## src/sv/rpcf_pkg.sv

```systemverilog
// ---------------------------------------------------------------------------
// rpcf_pkg
// shared widths, constants, types and the cordic arctangent table
// ---------------------------------------------------------------------------
package rpcf_pkg;

  localparam int DATA_W   = 32;
  localparam int LEN_W    = 31;
  localparam int ANG_W    = 16;
  localparam int TERM_W   = 33;
  localparam int SUM_W    = 50;
  localparam int ATAN_N   = 30;

  localparam int CORDIC_ITERATIONS_DEF = 16;
  localparam int COORD_WIDTH_DEF       = 32;

  localparam logic signed [DATA_W-1:0] CORDIC_GAIN = 32'sd652032874;

  typedef struct packed {
    logic signed [DATA_W-1:0] c_x;
    logic signed [DATA_W-1:0] c_y;
    logic signed [DATA_W-1:0] c_z;
    logic [LEN_W-1:0]         len;
    logic [LEN_W-1:0]         wid;
  } rpcf_item_t;

  typedef struct packed {
    logic signed [DATA_W-1:0] c_x;
    logic signed [DATA_W-1:0] c_y;
    logic signed [DATA_W-1:0] c_z;
    logic signed [TERM_W-1:0] lt_x;
    logic signed [TERM_W-1:0] lt_y;
    logic signed [TERM_W-1:0] lt_z;
    logic signed [TERM_W-1:0] wt_x;
    logic signed [TERM_W-1:0] wt_y;
    logic signed [TERM_W-1:0] wt_z;
  } rpcf_terms_t;

  // arctangent of 2^-i in units of 2^-32 turn
  function automatic logic [DATA_W-1:0] atan_turn32(input logic [4:0] idx);
    logic [DATA_W-1:0] a;
    unique case (idx)
      5'd0:  a = 32'd536870912;
      5'd1:  a = 32'd316933406;
      5'd2:  a = 32'd167458907;
      5'd3:  a = 32'd85004756;
      5'd4:  a = 32'd42667331;
      5'd5:  a = 32'd21354465;
      5'd6:  a = 32'd10679838;
      5'd7:  a = 32'd5340245;
      5'd8:  a = 32'd2670163;
      5'd9:  a = 32'd1335087;
      5'd10: a = 32'd667544;
      5'd11: a = 32'd333772;
      5'd12: a = 32'd166886;
      5'd13: a = 32'd83443;
      5'd14: a = 32'd41722;
      5'd15: a = 32'd20861;
      5'd16: a = 32'd10430;
      5'd17: a = 32'd5215;
      5'd18: a = 32'd2608;
      5'd19: a = 32'd1304;
      5'd20: a = 32'd652;
      5'd21: a = 32'd326;
      5'd22: a = 32'd163;
      5'd23: a = 32'd81;
      5'd24: a = 32'd41;
      5'd25: a = 32'd20;
      5'd26: a = 32'd10;
      5'd27: a = 32'd5;
      5'd28: a = 32'd3;
      5'd29: a = 32'd1;
      default: a = '0;
    endcase
    return a;
  endfunction

endpackage

```

## src/sv/rpcf_out_if.sv

```systemverilog
// ---------------------------------------------------------------------------
// rpcf_out_if
// corner output channel: valid/ready with one corner per word
// ---------------------------------------------------------------------------
interface rpcf_out_if;
  logic                                    valid;
  logic                                    ready;
  logic [1:0]                              corner_index;
  logic signed [rpcf_pkg::DATA_W-1:0]      corner_x;
  logic signed [rpcf_pkg::DATA_W-1:0]      corner_y;
  logic signed [rpcf_pkg::DATA_W-1:0]      corner_z;
  logic                                    last_corner;

  modport source (
    output valid, corner_index, corner_x, corner_y, corner_z, last_corner,
    input  ready
  );
  modport sink (
    input  valid, corner_index, corner_x, corner_y, corner_z, last_corner,
    output ready
  );
endinterface

```

## src/sv/rpcf_corner_ser.sv

```systemverilog
// ---------------------------------------------------------------------------
// rpcf_corner_ser
// holds one patch's terms and sends its four corners, one word per cycle
// while the output channel accepts, through a registered output
// ---------------------------------------------------------------------------
module rpcf_corner_ser #(
  parameter int COORD_WIDTH = rpcf_pkg::COORD_WIDTH_DEF
) (
  input  logic                    clk,
  input  logic                    rst_n,
  input  logic                    load,
  input  rpcf_pkg::rpcf_terms_t   terms,
  output logic                    ready,
  rpcf_out_if.source              out_port
);

  localparam int DW = rpcf_pkg::DATA_W;
  localparam int TW = rpcf_pkg::TERM_W;
  localparam int SW = rpcf_pkg::SUM_W;
  localparam logic signed [SW-1:0] SAT_HI = (SW'(1) << (COORD_WIDTH-1)) - SW'(1);
  localparam logic signed [SW-1:0] SAT_LO = -SAT_HI - SW'(1);

  rpcf_pkg::rpcf_terms_t hold_r;
  logic                  busy_r;
  logic [1:0]            k_r;
  logic                  out_vld_r;
  logic [1:0]            idx_r;
  logic signed [DW-1:0]  cx_r;
  logic signed [DW-1:0]  cy_r;
  logic signed [DW-1:0]  cz_r;
  logic                  last_r;
  logic                  step;
  logic                  neg_l;
  logic                  neg_w;

  function automatic logic signed [DW-1:0] corner(
    input logic signed [DW-1:0] c,
    input logic signed [TW-1:0] lt,
    input logic signed [TW-1:0] wt,
    input logic                 nl,
    input logic                 nw
  );
    logic signed [SW-1:0] s;
    logic signed [SW-1:0] l;
    logic signed [SW-1:0] w;
    l = {{(SW-TW){lt[TW-1]}}, lt};
    w = {{(SW-TW){wt[TW-1]}}, wt};
    s = {{(SW-DW){c[DW-1]}}, c} + (nl ? -l : l) + (nw ? -w : w);
    if (s > SAT_HI) begin
      s = SAT_HI;
    end else if (s < SAT_LO) begin
      s = SAT_LO;
    end
    return s[DW-1:0];
  endfunction

  always_comb begin
    step  = busy_r && (!out_vld_r || out_port.ready);
    ready = !busy_r || (step && (k_r == 2'd3));
    neg_l = (k_r == 2'd0) || (k_r == 2'd3);
    neg_w = k_r[1];
  end

  always_ff @(posedge clk) begin
    if (!rst_n) begin
      busy_r    <= 1'b0;
      k_r       <= '0;
      out_vld_r <= 1'b0;
    end else begin
      if (step) begin
        out_vld_r <= 1'b1;
      end else if (out_port.ready) begin
        out_vld_r <= 1'b0;
      end
      if (load) begin
        busy_r <= 1'b1;
        k_r    <= '0;
      end else if (step) begin
        k_r <= k_r + 2'd1;
        if (k_r == 2'd3) begin
          busy_r <= 1'b0;
        end
      end
    end
  end

  always_ff @(posedge clk) begin
    if (load) begin
      hold_r <= terms;
    end
    if (step) begin
      idx_r  <= k_r;
      last_r <= (k_r == 2'd3);
      cx_r   <= corner(hold_r.c_x, hold_r.lt_x, hold_r.wt_x, neg_l, neg_w);
      cy_r   <= corner(hold_r.c_y, hold_r.lt_y, hold_r.wt_y, neg_l, neg_w);
      cz_r   <= corner(hold_r.c_z, hold_r.lt_z, hold_r.wt_z, neg_l, neg_w);
    end
  end

  assign out_port.valid        = out_vld_r;
  assign out_port.corner_index = idx_r;
  assign out_port.corner_x     = cx_r;
  assign out_port.corner_y     = cy_r;
  assign out_port.corner_z     = cz_r;
  assign out_port.last_corner  = last_r;

endmodule

```

## src/flat_wrapper.sv

```systemverilog
// flat-port wrapper written by rule: the top's interface ports become plain ports
module rpcf_corner_ser_flat 
#(
  parameter int COORD_WIDTH = rpcf_pkg::COORD_WIDTH_DEF
)
  (clk, rst_n, load, terms, ready, out_port_valid, out_port_corner_index, out_port_corner_x, out_port_corner_y, out_port_corner_z, out_port_last_corner, out_port_ready);
  rpcf_out_if out_port_i ();
  input  logic clk;
  input  logic rst_n;
  input  logic load;
  input  rpcf_pkg::rpcf_terms_t terms;
  output logic ready;
  output wire logic [$bits(out_port_i.valid)-1:0] out_port_valid;
  output wire logic [$bits(out_port_i.corner_index)-1:0] out_port_corner_index;
  output wire logic [$bits(out_port_i.corner_x)-1:0] out_port_corner_x;
  output wire logic [$bits(out_port_i.corner_y)-1:0] out_port_corner_y;
  output wire logic [$bits(out_port_i.corner_z)-1:0] out_port_corner_z;
  output wire logic [$bits(out_port_i.last_corner)-1:0] out_port_last_corner;
  input wire logic [$bits(out_port_i.ready)-1:0] out_port_ready;
  assign out_port_valid = out_port_i.valid;
  assign out_port_corner_index = out_port_i.corner_index;
  assign out_port_corner_x = out_port_i.corner_x;
  assign out_port_corner_y = out_port_i.corner_y;
  assign out_port_corner_z = out_port_i.corner_z;
  assign out_port_last_corner = out_port_i.last_corner;
  assign out_port_i.ready = out_port_ready;
  rpcf_corner_ser #(.COORD_WIDTH(COORD_WIDTH)) u_core (.clk(clk), .rst_n(rst_n), .load(load), .terms(terms), .ready(ready), .out_port(out_port_i));
endmodule
```

## config.mk

```make
export PLATFORM = sky130hd
export DESIGN_NAME = rpcf_corner_ser_flat
export DESIGN_NICKNAME = d
export VERILOG_FILES = /design/src/sv/rpcf_pkg.sv /design/src/sv/rpcf_out_if.sv /design/src/sv/rpcf_corner_ser.sv /design/src/flat_wrapper.sv
export SDC_FILE = /design/constraint.sdc
export NUM_CORES = 1
export LEC_CHECK = 0
export BUFFER_PORTS_ARGS = -buffer_cell sky130_fd_sc_hd__buf_4
export CAP_MARGIN = 20
export CORE_MARGIN = 5
export CORE_UTILIZATION = 55
export CTS_CLUSTER_DIAMETER = 100
export CTS_CLUSTER_SIZE = 20
export DETAILED_ROUTE_END_ITERATION = 6
export GPL_ROUTABILITY_DRIVEN = 0
export PLACE_DENSITY = 0.86
export SETUP_SLACK_MARGIN = 0.3
export SYNTH_ARGS = -nofsm -noshare
export SYNTH_HDL_FRONTEND = slang
export SYNTH_SLANG_ARGS = --single-unit
```

## constraint.sdc

```tcl
create_clock -name clk -period 19.8 [get_ports clk]
set_input_delay 3.96 -clock clk [delete_from_list [all_inputs] [get_ports clk]]
set_output_delay 3.96 -clock clk [all_outputs]
set_load 0.02 [all_outputs]
```

==> results of run 1 <==
worst reg2reg max path, stage by stage (launching register included):
cell and delay (ps):
edfxtp_1 420, or3_1 430, or3_1 340, or4_1 530, or2_2 330, nor4_1 590
nand2_1 140, or2_2 320, o21ai_1 590, xor2_1 180, fa_1 540, inv_1 40
ha_1 360, a21o_1 220, a31oi_1 260, o221a_2 270, o21ai_0 160, or3_1 330
o21ai_0 290, xnor2_1 190, nor4b_1 240, and4_1 240, a31o_2 480, o21ai_0 230
registers in the layout, indices dropped and copies added (netlist names):
signal and flops:
u_core.busy_r 1, u_core.hold_r 294, u_core.k_r 2, u_core.out_port.corner_index 2
u_core.out_port.corner_x 32, u_core.out_port.corner_y 32, u_core.out_port.corner_z 32, u_core.out_port.last_corner 1
u_core.out_port.valid 1
layout by cell type (no fill, tap or decap), drive strengths merged, types with 29 or more instances in the layout:
cell type | netlist | routed
ha | 151 | 151
xor2 | 142 | 142
nand3 | 36 | 36
o21bai | 29 | 29
xnor2 | 177 | 177
inv | 461 | 466
a21o | 54 | 54
o31ai | 36 | 36
nor2 | 189 | 189
o21a | 35 | 35
buf | 17 | 415
nor3 | 75 | 75
or3 | 31 | 31
edfxtp | 393 | 393
fa | 150 | 150
a31oi | 29 | 29
a21oi | 264 | 264
clkbuf | 103 | 31
o21ai | 231 | 231
nand2 | 181 | 181
nand4 | 52 | 52
final cells by class:
type	instances	area, um2
Clock buffer	31	658
Tap cell	748	936
Clock inverter	6	70.1
Antenna cell	7	17.5
Multi-Input combinational cell	2179	16600
Fill cell	4258	20100
Sequential cell	397	11900
Inverter	461	1730
Timing Repair Buffer	415	3160
Yosys cell counts, types with 30 or more instances:
cell	n	area share, %
nand2_1	181	2.2
xnor2_1	175	5.0
nor3_1	73	1.2
fa_1	150	9.8
a21o_1	54	1.3
a21oi_1	264	4.3
ha_1	151	6.2
edfxtp_1	393	38
xor2_1	142	4.1
nand4_1	51	1.0
o31ai_1	36	0.88
clkbuf_1	98	1.2
o21a_1	35	0.86
nor2_1	189	2.3
nand3_1	36	0.59
inv_1	461	5.6
o21ai_0	225	3.7
or3_1	30	0.61
worst paths after layout:
| kind | start | endpoint | slack [ps] | depth (start not counted) |
|---|---|---|---|---|
| max | out_port_ready | ready | 11270 | 5 |
| min | u_core.busy_r | u_core.out_port.valid | 530 | 2 |
| max reg2reg | u_core.hold_r[78] | u_core.out_port.corner_x[2] | 11800 | 23 |
| min reg2reg | u_core.busy_r | u_core.out_port.valid | 530 | 2 |
metrics by stage:
stage	hold WS (ps)	utilization, %	worst slack (ps)
5_1_grt	557	63.5	11220
2_1_floorplan	449	-	11530
3_5_place_dp	503	62.1	11280
6_report	527	63.5	11270
3_3_place_gp	467	62.1	11320
4_1_cts	524	63.4	11280
logic make-up (layout without fill, tap and decap cells):
| family | count (synthesis) | in the layout | synth area share, % |
|---|---|---|---|
| compound gates | 828 | 828 | 16.8 |
| buf+inv | 581 | 913 | 7.30 |
| simple gates | 714 | 714 | 11.6 |
| mux | 17 | 17 | 0.554 |
| xor+xnor | 319 | 319 | 9.15 |
| other cells | 0 | 7 | 0 |
| fa+ha+maj | 301 | 301 | 15.9 |
| flops | 397 | 397 | 38.7 |
power by group:
group          leakage (nW)  internal (mW)  switching (mW)
Sequential             3.83           1.13          0.0842
Clock                 0.352          0.240           0.290
Combinational          10.3          0.839            1.33
Total                  14.5           2.21            1.71
routing by layer:
metal	GRT usage [%]	up-vias	share of wire, %
met3	4.60	150	8.3
met1	34.0	11900	40
met2	43.7	1153	49
met5	0	-	0
met4	8.01	0	3.1
li1	-	11700	-
==> results.toml, run 1 <==
[run_status]
status = "finished, final reports clean"

[yosys]
synth_seq_cells = 397
ys_seq_area_share_pct = 38.7
syn_nets = 3756
synth_area_per_cell_um2 = 9.72
async_flop_share_pct = 0
yosys_warnings = 0
synth-edff-count = 393
netlist_area_um2 = 30700
synth_ff_type = "edfxtp_1"
yosys.cell_types.count = 84
synth_cells = 3157

[critical_path]
crit_buf_inv = 2
cp.required_ps = 15840
crit_fanout = 3
slowest_stage = "nand2b_1"
critPathLaunchType = "input pin"
path_cells = "buf_4 -> nand2b_1 -> nand2_1 -> nand2_1 -> buf_4"
cp-end-kind = "primary output"
worstSetupPathType = "input pin to primary output"
critical-path-max-stage-delay_ps = 170
arrival_ps = 4570
path_delay_family = "simple AND/OR/NAND/NOR gates"

[global_route]
grt_first_pass_wirelength_um = 127000
overflow = 0
grt_start_max_net_pins = 184
grt_usage_pct = 25.8
antenna_found_initial = 7
grt_pass1_vias = 24300

[route]
dr.pass1.iters = 6
wl_per_cell_um = 19.0
ant_nets = 0
remaining_drc_errors = 0
drt_wl_total_um = 80800
drt_iter0_drc = 2475
vias = 24900
via_per_inst = 5.86

[sta]
max_freq_mhz = 117
rsz0062_at_grt = "false"
finalMaxSlewViolations = 0
period_needed_ps = 8530
fin_crit_sh_pct = 43.1
hold_viol_final = 0
fin_tns_setup_ps = 0
worstMarginPinSlew_ps = 1030
finClkSkew_ps = 14.3
setup_viol = 0
slew_headroom_pct = 30.8

[die]
die_y_um = 246
start_util_pct = 55.6
rows = 86
die_w_um = 246
coreArea_um2 = 55200
dieArea_um2 = 60600
top_level_ports = 399

[clock_network]
cts_resized = 0
root_buffer = "clkbuf_16"
clk_pin_slew_ps = 80
cts_tree = "yes"
ctsHoldBuffers = 0
cts_made_buffers = 25
cts_buffer_depth = 3
clk_latency_ps = 600
htree_levels = 1
cts_setup_buffers = 0
numClockSinks = 397

[flow_run]
max-cap-violations = 0

[layout]
stdcell_area_um2 = 35100
area_growth_pct = 14.3
drive_above_1_share_pct = 14.4
finalNetCount = 4078
stdcell_count = 4244

[power]
total_power_mw = 3.91
leakagePower_nw = 14.5
peakVddDrop_v = 0.0000829
power_density_nw_per_um2 = 112

[worst_hold_path]
hold_path.class = "flop to flop"

[placement]
place_area_um2 = 34300
dp_hpwl_um = 63600
place_inst = 4199
port_buffers = 398
No activity file was read; power rests on OpenSTA's default activity.
==> run 2: changes to the inputs <==
==> constraint.sdc (replaced) <==
create_clock -name clk -period 8.8 [get_ports clk]
set_input_delay 1.76 -clock clk [delete_from_list [all_inputs] [get_ports clk]]
set_output_delay 1.76 -clock clk [all_outputs]
set_load 0.02 [all_outputs]
==> run 2 against run 1 <==
  * Design area is 0.18% higher
  * Via count decreased by 0.52%
  * Critical path depth rose by 19
  * Count of clock-buffer cells in the layout decreased by 1
  * Global-route usage down 0.28 points
  * Flip-flop and latch count unchanged
  * Clock skew increased by 22 ps
  * Core utilization rose by 0.11 points
==> results.toml, run 2 (same netlist as run 1, synthesis figures left out) <==
[sta]
max_freq_mhz = 128
timing.hold.ws_ps = 493
finClkSkew_ps = 36.6
rsz0062_at_grt = "false"
fin_tns_setup_ps = 0
setup_viol = 0
finalMaxSlewViolations = 0
period_needed_ps = 7830
hold_viol_final = 0
slew_headroom_pct = 32.3
fin_crit_sh_pct = 88.9
worstMarginPinSlew_ps = 1020

[flow_run]
max-cap-violations = 0

[layout]
finalNetCount = 4081
drive_above_1_share_pct = 14.5
largest_reg_flops = 294
largest_register = "u_core.hold_r"
stdcell_area_um2 = 35100
area_growth_pct = 14.5
regArea_um2 = 11900
layout_common_cells = "inv_1 (460), buf_4 (414), edfxtp_1 (393)"
multi_input_area_um2 = 16600
final_common_cell = "inv_1"
n_fill_cell = 4260

[global_route]
overflow = 0
global_route.usage.met3_pct = 4.13
antenna_found_initial = 7
globalRouteMet2Util_pct = 43.5
grt_pass1_vias = 24100
grt_usage_pct = 25.5
grt_first_pass_wirelength_um = 126000
top_usage_layer = "met2"
grtUsageMet1_pct = 33.9
grt_start_max_net_pins = 180

[route]
via_per_inst = 5.82
remaining_drc_errors = 0
drt_iter0_drc = 2365
vias = 24700
drt_wl_total_um = 80400
ant_nets = 0
dr.pass1.iters = 6
wl_per_cell_um = 18.9

[placement]
port_buffers = 398
place_area_um2 = 34300
dp_hpwl_um = 63400

[critical_path]
cp-end-kind = "flop"
rrSetupSlack_ps = 970
crit_path_end = "u_core.out_port.corner_y[26]"
cp.required_ps = 9190
critPathLaunchType = "flop"
r2r_end = "u_core.out_port.corner_y[26]"
worstSetupPathType = "flop to flop"
arrival_ps = 8220
reg2reg_from = "u_core.hold_r[35]"
crit_start = "u_core.hold_r[35]"
r2r_cells = 24
crit_fanout = 31

[clock_network]
htree_levels = 1
root_buffer = "clkbuf_16"
cts_made_buffers = 26
cts_tree = "yes"
ctsHoldBuffers = 0
clk_pin_slew_ps = 80
cts_resized = 0
cts_setup_buffers = 0
clk_latency_ps = 620
numClockSinks = 397
cts_buffer_depth = 3

[worst_hold_path]
hold_path.class = "flop to flop"

[die]
die_y_um = 246
die_w_um = 246
coreArea_um2 = 55200
start_util_pct = 55.6
rows = 86
dieArea_um2 = 60600
top_level_ports = 399

[run_status]
status = "finished, final reports clean"

[power]
leakagePower_nw = 14.5
power_density_nw_per_um2 = 250
peakVddDrop_v = 0.000199
[run 2: worst min-delay path by stage]
| stage | endpoint | depth (start not counted) | start |
|---|---|---|---|
| floorplan | u_core.out_port.valid | 2 | u_core.busy_r |
| global placement | u_core.out_port.valid | 2 | u_core.busy_r |
| detailed placement | u_core.out_port.valid | 2 | u_core.busy_r |
| CTS | u_core.out_port.valid | 2 | u_core.busy_r |
| global route | u_core.out_port.valid | 2 | u_core.busy_r |
| finish | u_core.out_port.valid | 2 | u_core.busy_r |
[run 2: metal layers]
metal  vias up  routed length, um
li1      11700                  -
met1     11700              32500
met2      1094              39000
met3       179               6150
met4         0               2750
met5         -                  0
[run 2: layout make-up]
class                      count  area share, %
clock inverter                 9          0.303
clock buffer                  30           1.90
sequential                   397           33.8
tap                          748           2.66
inverter                     461           4.93
antenna                        7         0.0499
multi-input combinational   2179           47.3
timing repair buffer         417           9.03
[run 2: worst max-delay path: stages (launching register included)]
cell      delay, ps
edfxtp_1        450
nor3_1          340
nand3b_1        170
nand2b_1        250
or3_1           460
nor2_1          300
nand2_1         140
or2_2           330
o31ai_1         420
xor2_1          150
fa_1            520
inv_1            40
ha_1            400
a21oi_1         230
o21ai_0         170
or2_2           350
or4b_1          650
o21ai_0         420
mux2i_1         240
nand2_1         110
a2111o_1        390
nor4_1          370
a31oi_2         130
buf_4           260
o21ai_0         290
[run 2: through the flow]
| stage | std cells | utilization, % | worst slack [ps] | power [mW] |
|---|---|---|---|---|
| detailed placement | 4201 | 62.1 | 920 | 7.50 |
| CTS | 4240 | 63.5 | 850 | 8.75 |
| finish | 4248 | 63.6 | 973 | 8.80 |
| floorplan | 3157 | - | 2090 | 6.18 |
| global placement | 4201 | 62.1 | 1210 | 7.40 |
| global route | 4248 | 63.6 | 523 | 9.41 |
[run 2: power breakdown]
part	internal, mW	switching (mW)	total [mW]	leakage (nW)
Sequential	2.54	0.192	2.73	3.83
Combinational	1.88	2.96	4.85	10.3
Clock	0.554	0.668	1.22	0.370
Total	4.98	3.82	8.80	14.5
